### src/design/ctw_pkg.sv
package ctw_pkg;

    // Wheel and client table sizes.
    localparam int WHEEL_SLOTS  = 64;
    localparam int CLIENT_SLOTS = 64;

    // Width of a wheel slot number and of a client table index.
    localparam int SLOT_W = (WHEEL_SLOTS > 1) ? $clog2(WHEEL_SLOTS) : 1;
    localparam int CIDX_W = (CLIENT_SLOTS > 1) ? $clog2(CLIENT_SLOTS) : 1;

    // Opcodes.
    localparam logic [1:0] OP_ADD    = 2'd0;
    localparam logic [1:0] OP_QUERY  = 2'd1;
    localparam logic [1:0] OP_REMOVE = 2'd2;
    localparam logic [1:0] OP_TICK   = 2'd3;

    // Status codes.
    localparam logic [1:0] ST_OK        = 2'd0;
    localparam logic [1:0] ST_TOO_LARGE = 2'd1;
    localparam logic [1:0] ST_ABSENT    = 2'd2;
    localparam logic [1:0] ST_PRESENT   = 2'd3;

    // Request beat.
    typedef struct packed {
        logic [1:0] opcode;
        logic [5:0] client_index;
        logic [7:0] timeout;
        logic [7:0] tick_count;
    } req_t;

    // Response beat.
    typedef struct packed {
        logic [1:0] status;
        logic       present;
        logic       expired_valid;
        logic [5:0] expired_client;
        logic       last;
    } rsp_t;

    // Commands from the controller to the datapath.
    typedef struct packed {
        logic accept;   // take the request beat
        logic rd_en;    // read the slot of the client under the scan index
        logic step;     // evaluate the scanned client and advance the scan
        logic flush;    // emit the final beat of a tick
    } ctw_cmd_t;

    // Status from the datapath to the controller.
    typedef struct packed {
        logic out_free;   // response register can take a beat this cycle
        logic start_run;  // request is a tick with a nonzero count
        logic hit;        // scanned client expires now
        logic has_pend;   // an expired client waits to be emitted
        logic scan_end;   // scanned client is the last of the last tick
    } ctw_sts_t;

endpackage

### src/design/ctw_ram.sv
module ctw_ram #(
    parameter int WIDTH = 8,
    parameter int DEPTH = 64
) (
    input  logic                                         clk,
    input  logic                                         we,
    input  logic [((DEPTH > 1) ? $clog2(DEPTH) : 1)-1:0] waddr,
    input  logic [WIDTH-1:0]                             wdata,
    input  logic                                         re,
    input  logic [((DEPTH > 1) ? $clog2(DEPTH) : 1)-1:0] raddr,
    output logic [WIDTH-1:0]                             rdata
);

    logic [WIDTH-1:0] mem [DEPTH];
    logic [WIDTH-1:0] rdata_reg;

    // Single write port, registered read port.
    always_ff @(posedge clk)
    begin
        if (we)
        begin
            mem[waddr] <= wdata;
        end
        if (re)
        begin
            rdata_reg <= mem[raddr];
        end
    end

    assign rdata = rdata_reg;

endmodule

### src/design/ctw_ctrl.sv
module ctw_ctrl (
    input  logic              clk,
    input  logic              rst_n,
    input  logic              req_valid,
    output logic              req_ready,
    input  ctw_pkg::ctw_sts_t sts,
    output ctw_pkg::ctw_cmd_t cmd
);

    import ctw_pkg::*;

    localparam logic [1:0] S_IDLE  = 2'd0;
    localparam logic [1:0] S_READ  = 2'd1;
    localparam logic [1:0] S_CHECK = 2'd2;
    localparam logic [1:0] S_FLUSH = 2'd3;

    logic [1:0] state_reg;
    logic [1:0] state_next;
    logic       stall;

    // A hit must push out the held client, which needs a free response register.
    assign stall = sts.hit && sts.has_pend && !sts.out_free;

    assign req_ready = (state_reg == S_IDLE) && sts.out_free;

    // Next state and commands.
    always_comb
    begin
        state_next = state_reg;
        cmd        = '0;
        unique case (state_reg)
            S_IDLE:
            begin
                cmd.accept = req_valid && sts.out_free;
                if (cmd.accept && sts.start_run)
                begin
                    state_next = S_READ;
                end
            end
            S_READ:
            begin
                cmd.rd_en  = 1'b1;
                state_next = S_CHECK;
            end
            S_CHECK:
            begin
                if (!stall)
                begin
                    cmd.step   = 1'b1;
                    state_next = sts.scan_end ? S_FLUSH : S_READ;
                end
            end
            S_FLUSH:
            begin
                if (sts.out_free)
                begin
                    cmd.flush  = 1'b1;
                    state_next = S_IDLE;
                end
            end
            default:
            begin
                state_next = S_IDLE;
            end
        endcase
    end

    // State register.
    always_ff @(posedge clk or negedge rst_n)
    begin
        if (!rst_n)
        begin
            state_reg <= S_IDLE;
        end
        else
        begin
            state_reg <= state_next;
        end
    end

endmodule

### src/design/ctw_dp.sv
module ctw_dp (
    input  logic              clk,
    input  logic              rst_n,
    input  ctw_pkg::req_t     req,
    output ctw_pkg::rsp_t     rsp,
    output logic              rsp_valid,
    input  logic              rsp_ready,
    input  ctw_pkg::ctw_cmd_t cmd,
    output ctw_pkg::ctw_sts_t sts
);

    import ctw_pkg::*;

    logic [CLIENT_SLOTS-1:0] valid_reg;
    logic [CLIENT_SLOTS-1:0] valid_next;
    logic [SLOT_W-1:0]       cur_reg;
    logic [SLOT_W-1:0]       cur_next;
    logic [CIDX_W-1:0]       cnt_reg;
    logic [CIDX_W-1:0]       cnt_next;
    logic [7:0]              ticks_reg;
    logic [7:0]              ticks_next;
    logic                    pend_vld_reg;
    logic                    pend_vld_next;
    logic [CIDX_W-1:0]       pend_reg;
    logic [CIDX_W-1:0]       pend_next;
    logic                    out_vld_reg;
    logic                    out_vld_next;
    rsp_t                    out_reg;
    rsp_t                    out_next;

    logic [CIDX_W-1:0]       ci;
    logic                    in_range;
    logic                    here;
    logic                    to_ok;
    logic [SLOT_W:0]         slot_sum;
    logic [SLOT_W-1:0]       new_slot;
    logic                    add_ok;
    logic [SLOT_W-1:0]       ram_rdata;
    logic                    hit;
    logic                    last_client;
    logic [SLOT_W-1:0]       cur_inc;
    logic                    load;

    // Request decode: range check, presence and target slot for an add.
    assign ci       = req.client_index[CIDX_W-1:0];
    assign in_range = {1'b0, req.client_index} < 7'(CLIENT_SLOTS);
    assign here     = in_range && valid_reg[ci];
    assign to_ok    = {1'b0, req.timeout} < 9'(WHEEL_SLOTS);
    assign slot_sum = {1'b0, cur_reg} + {1'b0, req.timeout[SLOT_W-1:0]};
    assign new_slot = (slot_sum >= (SLOT_W+1)'(WHEEL_SLOTS))
                    ? SLOT_W'(slot_sum - (SLOT_W+1)'(WHEEL_SLOTS))
                    : slot_sum[SLOT_W-1:0];
    assign add_ok   = cmd.accept && (req.opcode == OP_ADD) && to_ok && in_range && !here;

    // Client slot table.
    ctw_ram #(
        .WIDTH (SLOT_W),
        .DEPTH (CLIENT_SLOTS)
    ) u_slot_ram (
        .clk   (clk),
        .we    (add_ok),
        .waddr (ci),
        .wdata (new_slot),
        .re    (cmd.rd_en),
        .raddr (cnt_reg),
        .rdata (ram_rdata)
    );

    // Scan compare and wrap points.
    assign hit         = valid_reg[cnt_reg] && (ram_rdata == cur_reg);
    assign last_client = cnt_reg == CIDX_W'(CLIENT_SLOTS - 1);
    assign cur_inc     = (cur_reg == SLOT_W'(WHEEL_SLOTS - 1)) ? '0 : cur_reg + 1'b1;

    assign sts.out_free  = !out_vld_reg || rsp_ready;
    assign sts.start_run = (req.opcode == OP_TICK) && (req.tick_count != 8'd0);
    assign sts.hit       = hit;
    assign sts.has_pend  = pend_vld_reg;
    assign sts.scan_end  = last_client && (ticks_reg == 8'd1);

    // Next state of the table, the scan and the response register.
    always_comb
    begin
        valid_next    = valid_reg;
        cur_next      = cur_reg;
        cnt_next      = cnt_reg;
        ticks_next    = ticks_reg;
        pend_vld_next = pend_vld_reg;
        pend_next     = pend_reg;
        out_next      = out_reg;
        load          = 1'b0;

        if (cmd.accept)
        begin
            out_next      = '0;
            out_next.last = 1'b1;
            unique case (req.opcode)
                OP_ADD:
                begin
                    load = 1'b1;
                    if (!to_ok)
                    begin
                        out_next.status = ST_TOO_LARGE;
                    end
                    else if (!in_range)
                    begin
                        out_next.status = ST_ABSENT;
                    end
                    else if (here)
                    begin
                        out_next.status = ST_PRESENT;
                    end
                    else
                    begin
                        out_next.status = ST_OK;
                        valid_next[ci]  = 1'b1;
                    end
                end
                OP_QUERY:
                begin
                    load             = 1'b1;
                    out_next.present = here;
                end
                OP_REMOVE:
                begin
                    load = 1'b1;
                    if (here)
                    begin
                        valid_next[ci] = 1'b0;
                    end
                    else
                    begin
                        out_next.status = ST_ABSENT;
                    end
                end
                OP_TICK:
                begin
                    // A zero count gives the empty final beat at once.
                    load          = !sts.start_run;
                    cnt_next      = '0;
                    ticks_next    = req.tick_count;
                    pend_vld_next = 1'b0;
                end
                default:
                begin
                    load = 1'b0;
                end
            endcase
        end

        if (cmd.step)
        begin
            if (hit)
            begin
                valid_next[cnt_reg] = 1'b0;
                pend_vld_next       = 1'b1;
                pend_next           = cnt_reg;
                // The held client is not the final one, so it goes out now.
                if (pend_vld_reg)
                begin
                    load                    = 1'b1;
                    out_next                = '0;
                    out_next.expired_valid  = 1'b1;
                    out_next.expired_client = 6'(pend_reg);
                end
            end
            if (last_client)
            begin
                cnt_next   = '0;
                cur_next   = cur_inc;
                ticks_next = ticks_reg - 8'd1;
            end
            else
            begin
                cnt_next = cnt_reg + 1'b1;
            end
        end

        if (cmd.flush)
        begin
            load                    = 1'b1;
            out_next                = '0;
            out_next.last           = 1'b1;
            out_next.expired_valid  = pend_vld_reg;
            out_next.expired_client = pend_vld_reg ? 6'(pend_reg) : 6'd0;
            pend_vld_next           = 1'b0;
        end

        if (load)
        begin
            out_vld_next = 1'b1;
        end
        else
        begin
            out_vld_next = out_vld_reg && !rsp_ready;
        end
    end

    // Control registers.
    always_ff @(posedge clk or negedge rst_n)
    begin
        if (!rst_n)
        begin
            valid_reg    <= '0;
            cur_reg      <= '0;
            cnt_reg      <= '0;
            ticks_reg    <= '0;
            pend_vld_reg <= 1'b0;
            out_vld_reg  <= 1'b0;
        end
        else
        begin
            valid_reg    <= valid_next;
            cur_reg      <= cur_next;
            cnt_reg      <= cnt_next;
            ticks_reg    <= ticks_next;
            pend_vld_reg <= pend_vld_next;
            out_vld_reg  <= out_vld_next;
        end
    end

    // Payload registers.
    always_ff @(posedge clk)
    begin
        pend_reg <= pend_next;
        out_reg  <= out_next;
    end

    assign rsp       = out_reg;
    assign rsp_valid = out_vld_reg;

endmodule

### src/design/client_timeout_wheel.sv
// Add, query and remove: the response beat is valid in the cycle after acceptance;
// a new request is taken every cycle while the response register drains.
// Tick: each tick scans the client slot table, per client a RAM read then a compare;
// after the last tick a flush emits the final beat; response stalls can hold the scan.
// Reset (rst_n, asynchronous, active low) clears the slot pointer and all presence bits;
// the client slot table needs no clearing.
module client_timeout_wheel (
    input  logic          clk,
    input  logic          rst_n,
    input  logic          req_valid,
    output logic          req_ready,
    input  ctw_pkg::req_t req,
    output logic          rsp_valid,
    input  logic          rsp_ready,
    output ctw_pkg::rsp_t rsp
);

    import ctw_pkg::*;

    ctw_cmd_t cmd;
    ctw_sts_t sts;

    // Sequencer for request handling and the tick scan.
    ctw_ctrl u_ctrl (
        .clk       (clk),
        .rst_n     (rst_n),
        .req_valid (req_valid),
        .req_ready (req_ready),
        .sts       (sts),
        .cmd       (cmd)
    );

    // Client table, slot pointer and response register.
    ctw_dp u_dp (
        .clk       (clk),
        .rst_n     (rst_n),
        .req       (req),
        .rsp       (rsp),
        .rsp_valid (rsp_valid),
        .rsp_ready (rsp_ready),
        .cmd       (cmd),
        .sts       (sts)
    );

endmodule

### config.mk
export PLATFORM = sky130hd
export DESIGN_NAME = client_timeout_wheel
export DESIGN_NICKNAME = d
export VERILOG_FILES = /design/src/design/ctw_pkg.sv /design/src/design/ctw_ram.sv /design/src/design/ctw_ctrl.sv /design/src/design/ctw_dp.sv /design/src/design/client_timeout_wheel.sv
export SDC_FILE = /design/constraint.sdc
export NUM_CORES = 1
export LEC_CHECK = 0
export BUFFER_PORTS_ARGS = -buffer_cell sky130_fd_sc_hd__buf_4
export CAP_MARGIN = 15
export CORE_MARGIN = 5
export CORE_UTILIZATION = 30
export CTS_CLUSTER_SIZE = 40
export DETAILED_ROUTE_END_ITERATION = 10
export SYNTH_ARGS = -nofsm -noshare
export SYNTH_HDL_FRONTEND = slang
export SYNTH_SLANG_ARGS = --single-unit
### constraint.sdc
create_clock -name clk -period 5.4 [get_ports clk]
set_input_delay 0.54 -clock clk [delete_from_list [all_inputs] [get_ports clk]]
set_output_delay 0.54 -clock clk [all_outputs]
set_load 0.01 [all_outputs]
# Yosys cells after proc, flatten, opt, wreduce, memory -nomap -nowiden
# Memory sizes are Yosys's and may differ from the RTL's. A register that Yosys moved wholly into a read port is not among the register bits.
# Index checks and enable logic that the tools add are counted.
[totals] ramBits=384 ff_bits=105 inputBits=28 wordCells=134 n_memories=1 output_inout_bits=13
[memory_table] memory="u_dp.u_slot_ram.mem" words=64 width=6 read_ports=1 rd_clocked_by_memory_dff=1 write_ports=1 line="ctw_ram.sv:14" text="logic [WIDTH-1:0] mem [DEPTH];"
[op_classes] n_addsub=5 eq_ne=13 magnitude_cmp=6 bitwise=5 mux=61 n_reduce_logical=30
[op_table] op="64-bit two-way mux" count=6
[op_table] op="64-bit AND" count=2
[op_table] op="64-bit inverter" count=2
[op_table] op="64-bit case mux with 2 select lines" count=1
[op_table] op="64-bit bitwise OR" count=1
[op_table] op="11-bit two-way mux" count=4
[op_table] op="6-bit two-way mux" count=7
[op_table] op="8-bit two-way mux" count=5
[op_table] op="1-bit two-way mux" count=24
[op_table] op="1-bit logical AND" count=14
[op_table] op="6-bit by 7-bit less-than comparator with 1-bit output (second input constant)" count=2
[op_table] op="2-bit two-way mux" count=7
[op_table] op="6-bit by 1-bit adder with 6-bit output (second input constant)" count=2
[op_table] op="1-bit binary-select mux with 6-bit select" count=2
[op_table] op="1-bit demux with 6-bit select" count=2
[op_table] op="6-bit equality test (second input constant)" count=2
[op_table] op="6-bit by 1-bit greater-or-equal comparator with 1-bit output (second input constant)" count=2
[op_table] op="2-bit equality test (second input constant)" count=4
[op_table] op="8-bit by 1-bit equality test with 1-bit output (second input constant)" count=1
[op_table] op="8-bit by 7-bit less-than comparator with 1-bit output (second input constant)" count=1
[op_table] op="2-bit case mux with 4 select lines" count=1
[op_table] op="8-bit nonzero test" count=1
[op_table] op="8-bit by 1-bit subtractor with 8-bit output (second input constant)" count=1
[op_table] op="6-bit by 6-bit adder with 7-bit output" count=1
[op_table] op="other kinds (15)" count=25

# Longest topological paths before layout
# Gate-level depths: netlist (run 1).
[depth] ltp_word=12 ltp_mapped=12 depth_no_buf=7

# Modules after synthesis
# A second synthesis (run 1) with hierarchy kept.
[hier_totals] cells_unflattened=1569 hier_area_um2=22698.0
[by_module_without_submodules] module="ctw_ram" n_inst=1 area_each_um2=15285.9 seq_area_each_um2=11711.2 cells_each=720
[by_module_without_submodules] module="ctw_dp" n_inst=1 area_each_um2=7278.2 seq_area_each_um2=2552.4 cells_each=833
[by_module_without_submodules] module="ctw_ctrl" n_inst=1 area_each_um2=133.9 seq_area_each_um2=50.0 cells_each=16

# Worst setup path before layout (run 1)
# OpenSTA, ideal clock, no wires.
[synth_path] path_type="input -> register" startpoint="in req[8] in the netlist's numbering" endpoint="mem u_dp.u_slot_ram.mem[0][4] in the netlist's numbering (data pin)" setup_ps=567 path_buffers=0 arrival_time_ps=3218 slack_ps=1615 t_required_ps=4833 cell_stages=7 path_cell_list="ha_1 -> inv_1 -> fa_1 -> inv_1 -> a21o_1 -> a21oi_1 -> xnor2_1"
[synth_between] elab_chain_cells=3 word_cells_on_any_way=4 cone_classes="add/sub (2); order compare (1); mux (1)"
[synth_rtl] item="start, declared" line="client_timeout_wheel.sv:12" text="input ctw_pkg::req_t req,"
[synth_rtl] item="6-bit by 6-bit adder with 7-bit output *" line="ctw_dp.sv:49" text="assign slot_sum = {1'b0, cur_reg} + {1'b0, req.timeout[SLOT_W-1:0]};"
[synth_rtl] item="6-bit by 1-bit subtractor with 6-bit output or 7-bit greater-or-equal comparator (tied branches)" line="ctw_dp.sv:51, ctw_dp.sv:50"
[synth_rtl] item="6-bit two-way mux *" line="ctw_dp.sv:51" text="? SLOT_W'(slot_sum - (SLOT_W+1)'(WHEEL_SLOTS))"
[synth_rtl] item="net u_dp.new_slot[4]" line="ctw_dp.sv:36" text="logic [SLOT_W-1:0] new_slot;"
[synth_rtl] item="end, declared" line="ctw_ram.sv:14"
# The timed path passes the listed nets; every way through them passes the cells marked *.

==> results.md, run 1 <==
Yosys:
- By area the synthesized netlist is led by sky130_fd_sc_hd__edfxtp_1 56%, sky130_fd_sc_hd__dfrtp_1 10%, sky130_fd_sc_hd__a22oi_1 6.6%.
- Yosys mapped a number of flops with a built-in enable equal to 396.
- Summed over all instances, the cell type with the most area after synthesis is sky130_fd_sc_hd__edfxtp_1.
- The post-synthesis instance total is 1528.
- The mapped netlist covers 21410 µm².
- Yosys mapped the design onto 91 distinct sky130hd cell types.
- Counting flops with an async set or reset pin after synthesis yields a share of 0.1778.
- Yosys instantiated no cell more often than sky130_fd_sc_hd__edfxtp_1.
- The mean cell area of the mapped netlist is 14.01 µm².
- After synthesis, the most frequently instantiated cells are 396 x sky130_fd_sc_hd__edfxtp_1, 187 x sky130_fd_sc_hd__a22oi_1, 88 x sky130_fd_sc_hd__dfrtp_1, 88 x sky130_fd_sc_hd__nor2_1, 72 x sky130_fd_sc_hd__clkbuf_1.
- Of the post-synthesis cell area, the dominant cell type holds 0.5555.
- The flip-flop and latch count after synthesis is 495.
- Counting every net in the synthesized netlist gives 1566.
- The total number of yosys warnings is 0.
- The dominant register cell in the synthesized netlist is sky130_fd_sc_hd__edfxtp_1.
- Of the synthesized area, sequential elements account for 0.6687.

Route:
- The final routed wire length divided by cell count is 26.05 µm.
- The starting DRC count in detailed routing is 2278.
- The DRC violations left is 0.
- The via count is 14890.
- The number of vias per cell is 5.863.
- In this run the remaining antenna-violating nets after routing total 0.
- The pre-antenna-repair detailed-routing pass consisted of 8 iterations.
- For this block, the routed nets add up to 66.16 mm of wire.

Worst setup path:
- The required time reported for the critical path endpoint is 5.70 ns.
- STA classifies the critical path endpoint as a flip-flop.
- The depth of the most critical reg-to-reg path is 8.
- The worst register-to-register path has a setup slack of 1.45 ns.
- The maximum fanout count along the critical path is 30.
- The startpoint identified for the worst register-to-register timing path is u_dp.cnt_reg[0]$_DFFE_PN0P_.
- Data arrives at the worst endpoint at 4.24 ns.
- By startpoint and endpoint, the worst setup path is classified as flip-flop to flip-flop.
- The type of element launching the critical path is a flip-flop.
- The capture instance of the worst register-to-register path is u_dp.u_slot_ram.rdata[0]$_DFFE_PN_.

Placement:
- The quantity of I/O buffers inserted on ports is 40.
- At the end of routability-driven placement, the weighted congestion stood at 0.9467.
- The detailed-placement wirelength estimate is 42.67 mm.

Die:
- The core area is 71120 µm².
- The row count is 98.
- The initial utilization of the core area, before any placement, comes to 0.3010.
- The overall die height is 277.1 µm.
- For this design the top-level I/O count stands at 41.
- The full die area is 76790 µm².
- In this run the horizontal extent of the chip is 277.1 µm.

CTS:
- The cell at the root of the clock tree is sky130_fd_sc_hd__clkbuf_16.
- After clock tree synthesis, the clock-pin slew on the worst setup and hold paths is 0.06 ns.
- The number of buffers created by CTS is 51.
- TritonCTS built the clock tree.
- The post-CTS setup repair buffer count is 0.
- The count of H-tree levels built during CTS is 2.
- The post-cts hold buffer count is 1.
- The longest clock path from root to sink contains 3 buffers.
- The total of cells resized after clock tree synthesis is 0.
- Clock latency on the worst-skew pair, taken at its later pin, is 0.61 ns.
- The clock sink count is 495.

Hold path:
- The cell depth of the worst hold path is 2.
- The worst hold path belongs to the class input pin to flip-flop.
- The worst hold path endpoint is u_dp.ticks_reg[0]$_DFF_PN0_.
- The startpoint of the most critical hold path is req[0].

Outcome:
- The flow ran to the end, and the final reports show no timing, DRC or antenna violations.

GRT:
- The initial antenna violation count is 0.
- The global-route total usage across every layer is 0.1653.
- The wire length of the first global-routing pass is 97.85 mm.
- The sum of overflow across all layers after global routing is 0.
- The via count of the first global-routing pass is 14670.
- The pin count of the biggest net entering global routing is 65.

Finish:
- Summing all multi-input logic gate instances after layout gives 6519 µm².
- The number of antenna cells inserted is 0.
- In the final design database the tool counted 1587 nets.
- From synthesis to final layout, the design area changed by 14.16%.
- The sequential cells in the finished layout cover a total of 14310 µm².
- The flip-flop count of the largest register after layout is 384.
- The ratio of cells with drive above 1 in the final layout is 0.1547.
- Fill cells in the final layout number 6910.

Power:
- The peak supply drop is 233.7 µV.
- For this design the static power due to leakage is 8.244 nW.
- Dividing total power by cell area gives a power density of 341.1 nW/µm².

Flow run:
- The number of maximum-capacitance violations is 0.

STA:
- Between clock sinks in the finished design, the worst skew comes to 0.02316 ns.
- Setup repair after global routing left no endpoint under its margin.
- The clock period minus worst slack is 3.947 ns.
- The number of hold-slack violations in the final timing report is 0.
- In the finished design, the share of the clock period the worst path needs comes to 0.7310.
- Measured against its own limit, the worst slew margin works out to 0.1984.
- For the pin with the worst max-slew slack, the measured transition is 1.193 ns.
- The total of endpoints with negative setup slack in the final report is 0.
- The worst hold slack after final layout is 0.1957 ns.
- Derived from the worst setup path, the maximum achievable clock frequency is 0.2533 GHz.
- The setup TNS after final layout is 0 ns.
- The final-report max-slew violation count is 0.
-- metal layers --
metal | routed length (µm) | vias to the layer above | track usage
met5 | 0 | - | 0
met4 | 3023 | 0 | 0.06779
met3 | 6322 | 157 | 0.03574
met2 | 29520 | 918 | 0.2505
met1 | 27300 | 7559 | 0.2317
li1 | - | 6258 | -
-- how the worst max path moves through the flow --
stage | startpoint | to | slack [ns] | cells after the start
2_1_floorplan | req[8] | u_dp.u_slot_ram.mem[0][4]$_DFFE_PP_ | 1.62 | 7
3_3_place_gp | req[18] | u_dp.u_slot_ram.mem[56][4]$_DFFE_PP_ | 1.14 | 8
3_5_place_dp | req[18] | u_dp.u_slot_ram.mem[56][1]$_DFFE_PP_ | 1.04 | 8
4_1_cts | u_dp.cnt_reg[0]$_DFFE_PN0P_ | u_dp.u_slot_ram.rdata[4]$_DFFE_PN_ | 1.51 | 8
5_1_grt | u_dp.cnt_reg[0]$_DFFE_PN0P_ | u_dp.u_slot_ram.rdata[0]$_DFFE_PN_ | 1.20 | 8
6_report | u_dp.cnt_reg[0]$_DFFE_PN0P_ | u_dp.u_slot_ram.rdata[0]$_DFFE_PN_ | 1.45 | 8
-- where the power goes --
group          internal (mW)  switching (mW)
Combinational          0.193           0.448
Clock                   1.97            1.50
Sequential              4.17          0.0510
-- final cells by class --
type	instances	area share
Clock inverter	32	0.01137
Clock buffer	62	0.05520
Inverter	42	0.006452
Sequential cell	495	0.5858
Timing Repair Buffer	82	0.02581
Multi-Input combinational cell	877	0.2668
Tap cell	950	0.04864
-- through the flow --
step                      power (mW)  setup WS, ns  utilization  instances  cell area [µm²]
after detailed placement       4.934         1.038       0.3206       2445            22800
final                          8.335         1.453       0.3436       2540            24440
after global placement         4.928         1.144       0.3206       2445            22800
after global routing           8.583         1.204       0.3436       2540            24440
after CTS                      8.381         1.513       0.3436       2540            24440
after floorplan                4.657         1.615            -       1528            21410
-- layout by cell type, fill, tap and decap left out, drive strengths merged, types with 17 or more instances in the layout --
cell | Yosys | final
edfxtp | 396 | 396
a221oi | 53 | 53
a31oi | 37 | 37
dfrtp | 88 | 88
inv | 42 | 44
o21ai | 17 | 17
mux2i | 23 | 23
buf | 42 | 81
nor2 | 92 | 92
nand3 | 46 | 46
nand4 | 42 | 42
o31ai | 29 | 29
nor3 | 28 | 28
nand2 | 59 | 59
a41oi | 22 | 22
clkinv | 0 | 24
clkbuf | 72 | 62
a22oi | 187 | 187
a22o | 19 | 19
a21oi | 33 | 33
-- critical path, stage by stage, from the launching register on --
cell and delay, ns:
sky130_fd_sc_hd__dfrtp_1 1.06, sky130_fd_sc_hd__nor2b_1 0.27, sky130_fd_sc_hd__and2_2 0.61, sky130_fd_sc_hd__buf_4 0.42
sky130_fd_sc_hd__a22o_1 0.27, sky130_fd_sc_hd__a221oi_1 0.30, sky130_fd_sc_hd__a31oi_1 0.17, sky130_fd_sc_hd__a21oi_1 0.29
sky130_fd_sc_hd__nand4_1 0.23
-- kinds of logic (layout without fill, tap and decap cells) --
group	Yosys count	count (layout)	share of synthesized area
buf+inv	156	218	0.03110
mux	45	45	0.03075
simple gates	345	345	0.08739
flops	495	495	0.6687
xor+xnor	13	13	0.005319
fa+ha+maj	10	10	0.006196
compound gates	464	464	0.1706
Note: power is estimated with default switching activity, not from simulation.
==> run 2: changes to the inputs <==
clock period = 3.55 ns   (was 5.4 ns; I/O delays follow)
==> run 2 against run 1 <==
Against the previous run:
- sequential power increased by 52%
- die area stayed put
- global-route usage up 0.17 points
- clock skew fell by 0.0058 ns
- register-to-register slack got worse by 1.2 ns
- utilization increased by 1.6 points
- clock power is 56% higher
- sequential share of layout area down 2.6 points
- routed wire length grew 0.96%
- largest cell class unchanged
- critical path depth unchanged
==> results.md, run 2 (synthesized netlist as in run 1, its figures left out) <==
Die:
- The core area is 71120 µm².
- The x dimension of the die is 277.1 µm.
- The overall die height is 277.1 µm.
- The floorplan has 98 rows.
- Pin placement for this block handled 41 I/O pins.
- The initial core utilization is 0.3010.
- The die covers 76790 µm².

Worst setup path:
- The type of the worst setup path is flip-flop to flip-flop.
- The critical path data arrival time is 3.67 ns.
- The worst setup path is launched from a flip-flop.
- STA puts the critical path data required time at 3.96 ns.
- The endpoint kind of the worst setup timing path is a flip-flop.
- Of all nets on the critical path, the largest fanout is 25.

STA:
- Static timing analysis puts the maximum clock frequency at 0.3064 GHz.
- The clock period minus worst slack is 3.264 ns.
- Setup total negative slack on the finished layout was measured at 0 ns.
- Setup violations remaining at the end of the flow were counted as 0.
- Setup repair after global routing left no endpoint under its margin.
- On the final layout, the worst clock skew is 0.01732 ns.
- Dividing the final minimum period by the clock period gives 0.9194.
- The relative max-transition margin is 0.2809.
- The final-report max-slew violation count is 0.
- The actual slew at the worst max-slew pin is 1.079 ns.
- The number of hold-slack violations in the final timing report is 0.

CTS:
- CTS built an H-tree with a depth of 2.
- The post-cts hold buffer count is 2.
- The clock input transition at the sequential cells of the worst setup and hold paths is 0.06 ns.
- The clock latency on the worst-skew pair is 0.58 ns.
- The clock passes through at most 3 buffers.
- The CTS tree is done.
- The cell at the root of the clock tree is sky130_fd_sc_hd__clkbuf_16.
- The number of buffers created by CTS is 49.
- The tree built by TritonCTS fans out to 495 sinks.
- The total of cells resized after clock tree synthesis is 0.
- Buffers added to address setup during post-CTS repair amount to 0.

Outcome:
- The flow ran to the end, and the final reports show no timing, DRC or antenna violations.

GRT:
- For this run, global-route usage on met1 was measured as 0.2337.
- The initial antenna violation count is 0.
- In the global route stage, met2 resource usage came out at 0.2577.
- The sum of overflow across all layers after global routing is 0.
- The wire length of the first global-routing pass is 99.32 mm.
- The met3 layer usage reported by global route is 0.03735.
- The global-route total usage across every layer is 0.1670.
- The via count of the first global-routing pass was 14940.
- The layer flagged by global routing as most heavily used is met2.
- The pin count of the biggest net entering global routing is 80.

Flow run:
- The number of maximum-capacitance violations is 0.

Finish:
- The repair_antennas step left the layout with diodes totalling 0.
- The signed area change from the synthesized netlist to the final layout is 19.49%.
- The flip-flop count of the largest register after layout is 384.
- The number of non-filler instances in the completed layout is 2652.
- Leaving out fill and tap cells, the most frequent cell in the layout is sky130_fd_sc_hd__edfxtp_1.
- The sequential cell area in the final layout is 14310 µm².
- The ratio of cells with drive above 1 in the final layout is 0.2103.
- The layout has 6807 filler cells.
- The finished cells cover 25580 µm².
- The area occupied by multi-input gates is 6525 µm².
- The final layout contains 1705 nets.
- In the layout the commonest cells are 396 x sky130_fd_sc_hd__edfxtp_1, 187 x sky130_fd_sc_hd__a22oi_1, 184 x sky130_fd_sc_hd__buf_4, 88 x sky130_fd_sc_hd__dfrtp_1, 86 x sky130_fd_sc_hd__nor2_1.

Power:
- Power spread over the standard cell area amounts to 505.3 nW/µm².
- The peak supply drop is 355.7 µV.
- The completed layout was analyzed and its total power is 12.92 mW.
- Summed over all cells, the static leakage comes to 8.931 nW.

Route:
- Using the TritonRoute via totals, the vias-per-cell ratio works out to 5.698.
- Once detail routing completed, the nets flagged for antenna violations numbered 0.
- The detailed router finished its first iteration with 2019 violations.
- For this run, design rule violations remaining after detail routing come to 0.
- The count of TritonRoute iterations in the first routing pass is 6.
- The final layout contains routed wiring with a total length of 66.80 mm.
- The via count is 15110.
- The final routed wire length divided by cell count is 25.19 µm.

Placement:
- In this run the cell area measured after placement is 23870 µm².
- The total instance count after detailed placement is 2563.
- The quantity of I/O buffers inserted on ports is 40.
- The final RePlAce weighted congestion is 0.9742.
- The detailed-placement wirelength estimate is 44.20 mm.

Hold path:
- In this run the worst hold path is classified as input pin to flip-flop.
run 2: changes by cell type in the layout (fill, tap and decap cells not counted), moves of 2 or more:
cell | previous run | this run
sky130_fd_sc_hd__clkinv_4 | 2 | 0
sky130_fd_sc_hd__buf_4 | 80 | 184
sky130_fd_sc_hd__bufinv_16 | 4 | 9
sky130_fd_sc_hd__buf_12 | 1 | 15
sky130_fd_sc_hd__clkinv_2 | 10 | 5
run 2: worst max-delay path, cell delays in order (launching register included):
cell	delay, ns
sky130_fd_sc_hd__dfrtp_1	0.40
sky130_fd_sc_hd__buf_12	0.17
sky130_fd_sc_hd__mux4_2	0.40
sky130_fd_sc_hd__mux2i_1	0.16
sky130_fd_sc_hd__nor4b_4	0.39
sky130_fd_sc_hd__nor3_2	0.11
sky130_fd_sc_hd__a2111o_4	0.69
sky130_fd_sc_hd__nor4_4	0.53
sky130_fd_sc_hd__a22oi_1	0.18
run 2: cell type report:
| type | count | area share |
|---|---|---|
| Multi-Input combinational cell | 877 | 0.2551 |
| Timing Repair Buffer | 202 | 0.06761 |
| Sequential cell | 495 | 0.5596 |
| Inverter | 42 | 0.006164 |
| Tap cell | 950 | 0.04647 |
| Clock buffer | 59 | 0.05107 |
| Clock inverter | 27 | 0.01394 |
run 2: metrics by stage:
step           utilization  worst slack (ns)  hold slack, ns
2_1_floorplan            -           0.03022         0.05941
3_3_place_gp        0.3356            0.1399          0.4392
3_5_place_dp        0.3356           0.09612          0.4515
4_1_cts             0.3593            0.3055         0.02107
5_1_grt             0.3596            0.2023         0.03990
6_report            0.3596            0.2860         0.05276
run 2: metal layers:
| metal | part of all wire | wire (µm) |
|---|---|---|
| met5 | 0 | 0 |
| met2 | 0.45 | 30060 |
| met3 | 0.094 | 6299 |
| met1 | 0.42 | 28080 |
| met4 | 0.035 | 2359 |
run 2: final timing paths:
| check | startpoint | end | slack (ns) | cells past startpoint |
|---|---|---|---|---|
| min in group asynchronous | rst_n | u_dp.valid_reg[11]$_DFF_PN0_ | 0.30 | 2 |
| min reg2reg | u_dp.pend_reg[0]$_DFFE_PP_ | u_dp.rsp[1]$_DFF_P_ | 0.46 | 1 |
| min | req_valid | u_dp.rsp_valid$_DFF_PN0_ | 0.05 | 3 |
| max | u_dp.cnt_reg[0]$_DFFE_PN0P_ | u_dp.valid_reg[36]$_DFF_PN0_ | 0.29 | 8 |
| max in group asynchronous | rst_n | u_dp.valid_reg[30]$_DFF_PN0_ | 2.40 | 4 |
| max reg2reg | u_dp.cnt_reg[0]$_DFFE_PN0P_ | u_dp.valid_reg[36]$_DFF_PN0_ | 0.29 | 8 |
run 2: power breakdown:
group	leakage (nW)	internal [mW]	total, mW	switching, mW
registers	4.84	6.35	6.40	0.0534
clock network	0.805	3.26	5.43	2.18
logic	3.28	0.367	1.09	0.726
total	8.93	9.97	12.9	2.95
